--- config.mk ---
export PLATFORM = sky130hd
export DESIGN_NAME = mpsm_front
export DESIGN_NICKNAME = d
export VERILOG_FILES = /design/src/hdl/mpsm_pkg.sv /design/src/hdl/mpsm_front.sv
export SDC_FILE = /design/constraint.sdc
export NUM_CORES = 1
export LEC_CHECK = 0
export ABC_AREA = 1
export BUFFER_PORTS_ARGS = -buffer_cell sky130_fd_sc_hd__buf_2
export CAP_MARGIN = 20
export CELL_PAD_IN_SITES_DETAIL_PLACEMENT = 1
export CELL_PAD_IN_SITES_GLOBAL_PLACEMENT = 2
export CORE_AREA = 2 2 54 56
export DETAILED_ROUTE_END_ITERATION = 12
export DIE_AREA = 0 0 56 58
export HOLD_SLACK_MARGIN = 0.1
export PLACE_DENSITY = 0.78
export SLEW_MARGIN = 5
export SYNTH_ARGS = -nofsm -noshare
export SYNTH_HDL_FRONTEND = slang
export SYNTH_SLANG_ARGS = --single-unit
--- constraint.sdc ---
create_clock -name clk_i -period 1.9 [get_ports clk_i]
set_input_delay 0.19 -clock clk_i [delete_from_list [all_inputs] [get_ports clk_i]]
set_output_delay 0.19 -clock clk_i [all_outputs]
set_load 0.02 [all_outputs]
--- src/hdl/mpsm_pkg.sv ---
`timescale 1ns / 1ps
// ----------------------------------------------------------------------------
// mpsm_pkg
// shared types and constants of the dictionary string matcher
// ----------------------------------------------------------------------------
package mpsm_pkg;

  localparam int ACTION_W = 2;
  localparam int SYM_W    = 5;
  localparam int COL_W    = 6;

  localparam logic KIND_TEXT  = 1'b0;
  localparam logic KIND_BUILD = 1'b1;

  // action codes on the input channel
  localparam logic [ACTION_W-1:0] ACT_PAT   = 2'd0;
  localparam logic [ACTION_W-1:0] ACT_BUILD = 2'd1;
  localparam logic [ACTION_W-1:0] ACT_TEXT  = 2'd2;
  localparam logic [ACTION_W-1:0] ACT_NONE  = 2'd3;

  typedef enum logic [1:0] {
    OP_PAT,
    OP_BUILD,
    OP_TEXT,
    OP_NONE
  } op_e;

  typedef struct packed {
    op_e              op;
    logic [SYM_W-1:0] sym;
    logic             last;
  } item_t;

  typedef struct packed {
    logic kind;
    logic found;
    logic full;
  } res_t;

endpackage

--- src/hdl/mpsm_front.sv ---
`timescale 1ns / 1ps
// ----------------------------------------------------------------------------
// mpsm_front
// input side: classifies incoming words and queues them for the engine
// ----------------------------------------------------------------------------
module mpsm_front (
  input  logic                          clk_i,
  input  logic                          rst_ni,
  input  logic                          in_valid_i,
  output logic                          in_stall_o,
  input  logic [mpsm_pkg::ACTION_W-1:0] action_i,
  input  logic [mpsm_pkg::SYM_W-1:0]    symbol_i,
  input  logic                          last_i,
  input  logic                          busy_i,
  output logic                          q_valid_o,
  output mpsm_pkg::item_t               q_item_o,
  input  logic                          q_pop_i
);

  mpsm_pkg::item_t ent_q [2];
  mpsm_pkg::item_t cls;
  logic            wp_q, rp_q;
  logic [1:0]      cnt_q;
  logic            acc, push;

  // decode the action code
  always_comb begin
    cls.sym  = symbol_i;
    cls.last = last_i;
    case (action_i)
      mpsm_pkg::ACT_PAT:   cls.op = mpsm_pkg::OP_PAT;
      mpsm_pkg::ACT_BUILD: cls.op = mpsm_pkg::OP_BUILD;
      mpsm_pkg::ACT_TEXT:  cls.op = mpsm_pkg::OP_TEXT;
      default:             cls.op = mpsm_pkg::OP_NONE;
    endcase
  end

  assign in_stall_o = busy_i || (cnt_q == 2'd2);
  assign acc        = in_valid_i && !in_stall_o;
  // unused action codes are taken and dropped
  assign push       = acc && (cls.op != mpsm_pkg::OP_NONE);
  assign q_valid_o  = (cnt_q != 2'd0);
  assign q_item_o   = ent_q[rp_q];

  // queue storage
  always_ff @(posedge clk_i) begin
    if (push) begin
      ent_q[wp_q] <= cls;
    end
  end

  // queue pointers
  always_ff @(posedge clk_i or negedge rst_ni) begin
    if (!rst_ni) begin
      wp_q  <= 1'b0;
      rp_q  <= 1'b0;
      cnt_q <= 2'd0;
    end else begin
      if (push) begin
        wp_q <= ~wp_q;
      end
      if (q_pop_i) begin
        rp_q <= ~rp_q;
      end
      cnt_q <= cnt_q + 2'(push) - 2'(q_pop_i);
    end
  end

endmodule

==> impl_summary.txt <==
----------------------------------------------------
[Outcome]
  Outcome ... finished clean

[Power]
  Maximum vdd ir drop ... 0.0005207 V
  Design Power ... 1299 uW
  Pwr per Cell Area ... 1173 nW/um2
  P_leak ... 0.0005020 uW

[Place]
  Count of input and output buffers ... 22
  Placed Area ... between 900 and 1000 um2
  Weighted congestion at the end of routability-driven global placement ... 0.7053

[STA]
  Post-layout minimum cycle time ... roughly 1.7 ns
  Tcrit/Tclk final ... 87.54%
  Worst Hold Slack ... between 0.1 and 0.15 ns
  Setup repair after global routing missed its margin ... no
  Pin slew with the least headroom to its limit ... ~0.52 ns
  Summed negative setup slack over all endpoints ... 0 ns
  Hold Violations, Final ... 0
  Final-report max-slew violation count ... 0
  Achievable Freq ... between 600 and 700 MHz
  Finish-stage setup viols ... 0
  Tightest slew margin relative to the limit ... around two thirds
  Layout Skew ... 0.007089 ns

[Hold path]
  Number of stages on the worst hold path ... 1
  Worst Hold Class ... input pin to flip-flop
  Hold path start ... action_i[0]
  Worst Hold Endpoint ... ent_q[0][6]$_DFFE_PP_

[Clock tree]
  CTS tree ... built
  CTS buffer count ... 3
  CTS clk-pin slew, worst paths ... 0.10 ns
  Clock Tree Buf Depth ... 2
  Clock tree root buffer cell ... sky130_fd_sc_hd__clkbuf_4
  Insertion delay to the later sink of the worst-skew pair ... roughly 0.29 ns
  # clock sinks ... 20
  H-tree level count ... 1
  Gates resized, CTS repair ... 0

[Logic synthesis]
  Top cells by area in the synthesized netlist ... sky130_fd_sc_hd__edfxtp_1 56%, sky130_fd_sc_hd__mux2_4 14%, sky130_fd_sc_hd__dfrtp_1 12%
  Primary flip-flop cell chosen by synthesis mapping ... sky130_fd_sc_hd__edfxtp_1
  Count leader, synth ... sky130_fd_sc_hd__edfxtp_1
  EDFF count, synth ... 16
  Syn Nets ... 72
  Gate Count Post-Synth ... 57
  Sequential cell area fraction in the yosys report ... 68.04%
  Library cells used by synthesis ... 15
  Fraction of registers with async set or reset after synthesis ... 20.00%
  Area share of the largest cell type after synthesis ... 56.30%
  Mean instance size in the synthesized netlist ... 14.97 um2
  Mapped cell area ... 853.3 um2
  Number of warnings issued by yosys ... 0
  Post-synthesis register bit count ... 20
  Dominant cell type by area after synthesis ... sky130_fd_sc_hd__edfxtp_1
  Most used standard cells in the synthesized netlist ... 16 x sky130_fd_sc_hd__edfxtp_1, 9 x sky130_fd_sc_hd__nand2_1, 8 x sky130_fd_sc_hd__inv_1, 8 x sky130_fd_sc_hd__mux2_4, 4 x sky130_fd_sc_hd__dfrtp_1

[Global routing]
  First-pass GRT wire length ... 2352 um
  Remaining Overflow, GRT ... 0
  Largest net degree at the start of global routing ... 12
  Vias in the first global route ... 553
  Number of antenna violations at the first check in global routing ... 0
  Combined global-route utilization of all metal layers ... 9.747%

[Critical path]
  Kind of capture point of the worst setup path ... primary output
  Worst Path Arrival ... 1.47 ns
  Critical Path Max Stage Delay ... 0.68 ns
  Max FO, Critical Path ... 9
  Ordered list of cells on the worst path ... mux2_4, buf_2
  Worst r2r path cells ... 8
  CP max stage cell ... sky130_fd_sc_hd__dfrtp_1
  Required time of the critical path ... roughly 1.7 ns
  Setup slack of the worst register-to-register path ... ~0.42 ns
  Critical register-to-register path startpoint ... cnt_q[1]$_DFF_PN0_
  Category of the worst setup path launch point ... flip-flop
  Critical Setup Path Class ... flip-flop to primary output
  Endpoint of the lowest-slack register-to-register path ... cnt_q[1]$_DFF_PN0_

[Floorplan]
  # IOs ... 23
  Die Area ... 3248 um2
  Effective utilization at floorplan ... about a third
  Number of cell rows ... 19
  Chip height ... approximately 58 um
  Core Region ... ~2700 um2
  Die boundary width ... 56 um

[Cells and area]
  Share of layout cells above drive strength 1 ... between 30% and 40%
  Signed area change from the synthesized netlist to the final layout ... 29.77%
  Final std cell area, no fill ... roughly 1100 um2
  Nets ... around 110
  N_diodes ... 0

[Drt]
  Detailed-routing iteration count for the pre-antenna-repair pass ... 4
  Total via count in the routed design ... 522
  Remaining antenna violation count ... 0
  Via count normalized by instance count ... 4.314
  Routed wire per std cell ... around 13 um
  Wire length after detailed routing ... around 1500 um
  Remaining design rule violation count ... 0
  Violation count after the first detailed-routing iteration ... 4

[Run]
  Maximum Capacitance Violations ... 0

----------------------------------------------------
critical path: cells and delay by family, from the launching register on:
| kind | cells | cell delay, ns |
|---|---|---|
| muxes | 1 | 0.34 |
| DFF | 1 | 0.68 |
| buffers and inverters | 1 | 0.16 |
kinds of logic (layout without fill, tap and decap cells):
| group | after synthesis | after routing | synth area share [%] |
|---|---|---|---|
| flops | 20 | 20 | 68.04 |
| simple gates | 12 | 12 | 5.718 |
| buf+inv | 11 | 44 | 5.719 |
| mux | 8 | 8 | 14.08 |
| fa+ha+maj | 2 | 2 | 2.932 |
| compound gates | 2 | 2 | 1.466 |
| xor+xnor | 2 | 2 | 2.053 |
cells in the final DEF, fill, tap and decap left out, types with 2 or more instances in the layout:
master                           n
sky130_fd_sc_hd__buf_2          22
sky130_fd_sc_hd__dfrtp_1         4
sky130_fd_sc_hd__dlygate4sd3_1   9
sky130_fd_sc_hd__ha_1            2
sky130_fd_sc_hd__inv_1           8
sky130_fd_sc_hd__mux2_4          8
sky130_fd_sc_hd__edfxtp_1       16
sky130_fd_sc_hd__clkbuf_4        3
sky130_fd_sc_hd__nand2_1         9
sequential cells by signal, indices dropped and copies added, names as in the netlist:
| name | cells |
|---|---|
| ent_q | 16 |
| rp_q | 1 |
| wp_q | 1 |
| cnt_q | 2 |
cell type report:
type	count	area, um2
Fill cell	304	1555
Sequential cell	20	580.6
Multi-Input combinational cell	26	224.0
Timing Repair Buffer	32	207.7
Tap cell	31	38.79
Inverter	8	30.03
Clock buffer	4	26.28
power by group:
part | internal [uW] | switching [uW]
clock network | 81.4 | 114
registers | 553 | 81.9
logic | 235 | 234
metal layers:
layer  part of all wire, %  vias to the layer above  track usage (%)  routed length, um
met4                     0                        0            3.061                  0
met2                    56                       18            19.16                846
li1                      -                      254                -                  -
met3                   5.4                        0            2.009                 81
met1                    39                      250            10.39                585
met5                     0                        -                0                  0
per-stage QoR:
stage	cells	util (%)	setup WS (ns)
detailed placement	108	37.22	0.4167
global route	121	41.59	0.1521
floorplan	57	-	0.5084
global placement	108	37.22	0.5213
CTS	120	41.21	0.1986
finish	121	41.59	0.2368
what timing repair did:
action,CTS,global route
endpoints found under the setup margin,0,0
hold buffers,8,1
setup buffers,0,0
endpoints found under the hold margin,17,2
how the worst max path moves through the flow:
stage,from,end,slack (ns)
2_1_floorplan,cnt_q[1]$_DFF_PN0_,ent_q[1][0]$_DFFE_PP_,0.51
3_3_place_gp,cnt_q[1]$_DFF_PN0_,cnt_q[1]$_DFF_PN0_,0.52
3_5_place_dp,cnt_q[1]$_DFF_PN0_,cnt_q[1]$_DFF_PN0_,0.42
4_1_cts,rp_q$_DFFE_PN0P_,q_item_o[7],0.20
5_1_grt,rp_q$_DFFE_PN0P_,q_item_o[0],0.15
6_report,rp_q$_DFFE_PN0P_,q_item_o[7],0.24
No activity file was read; power rests on OpenSTA's default activity.
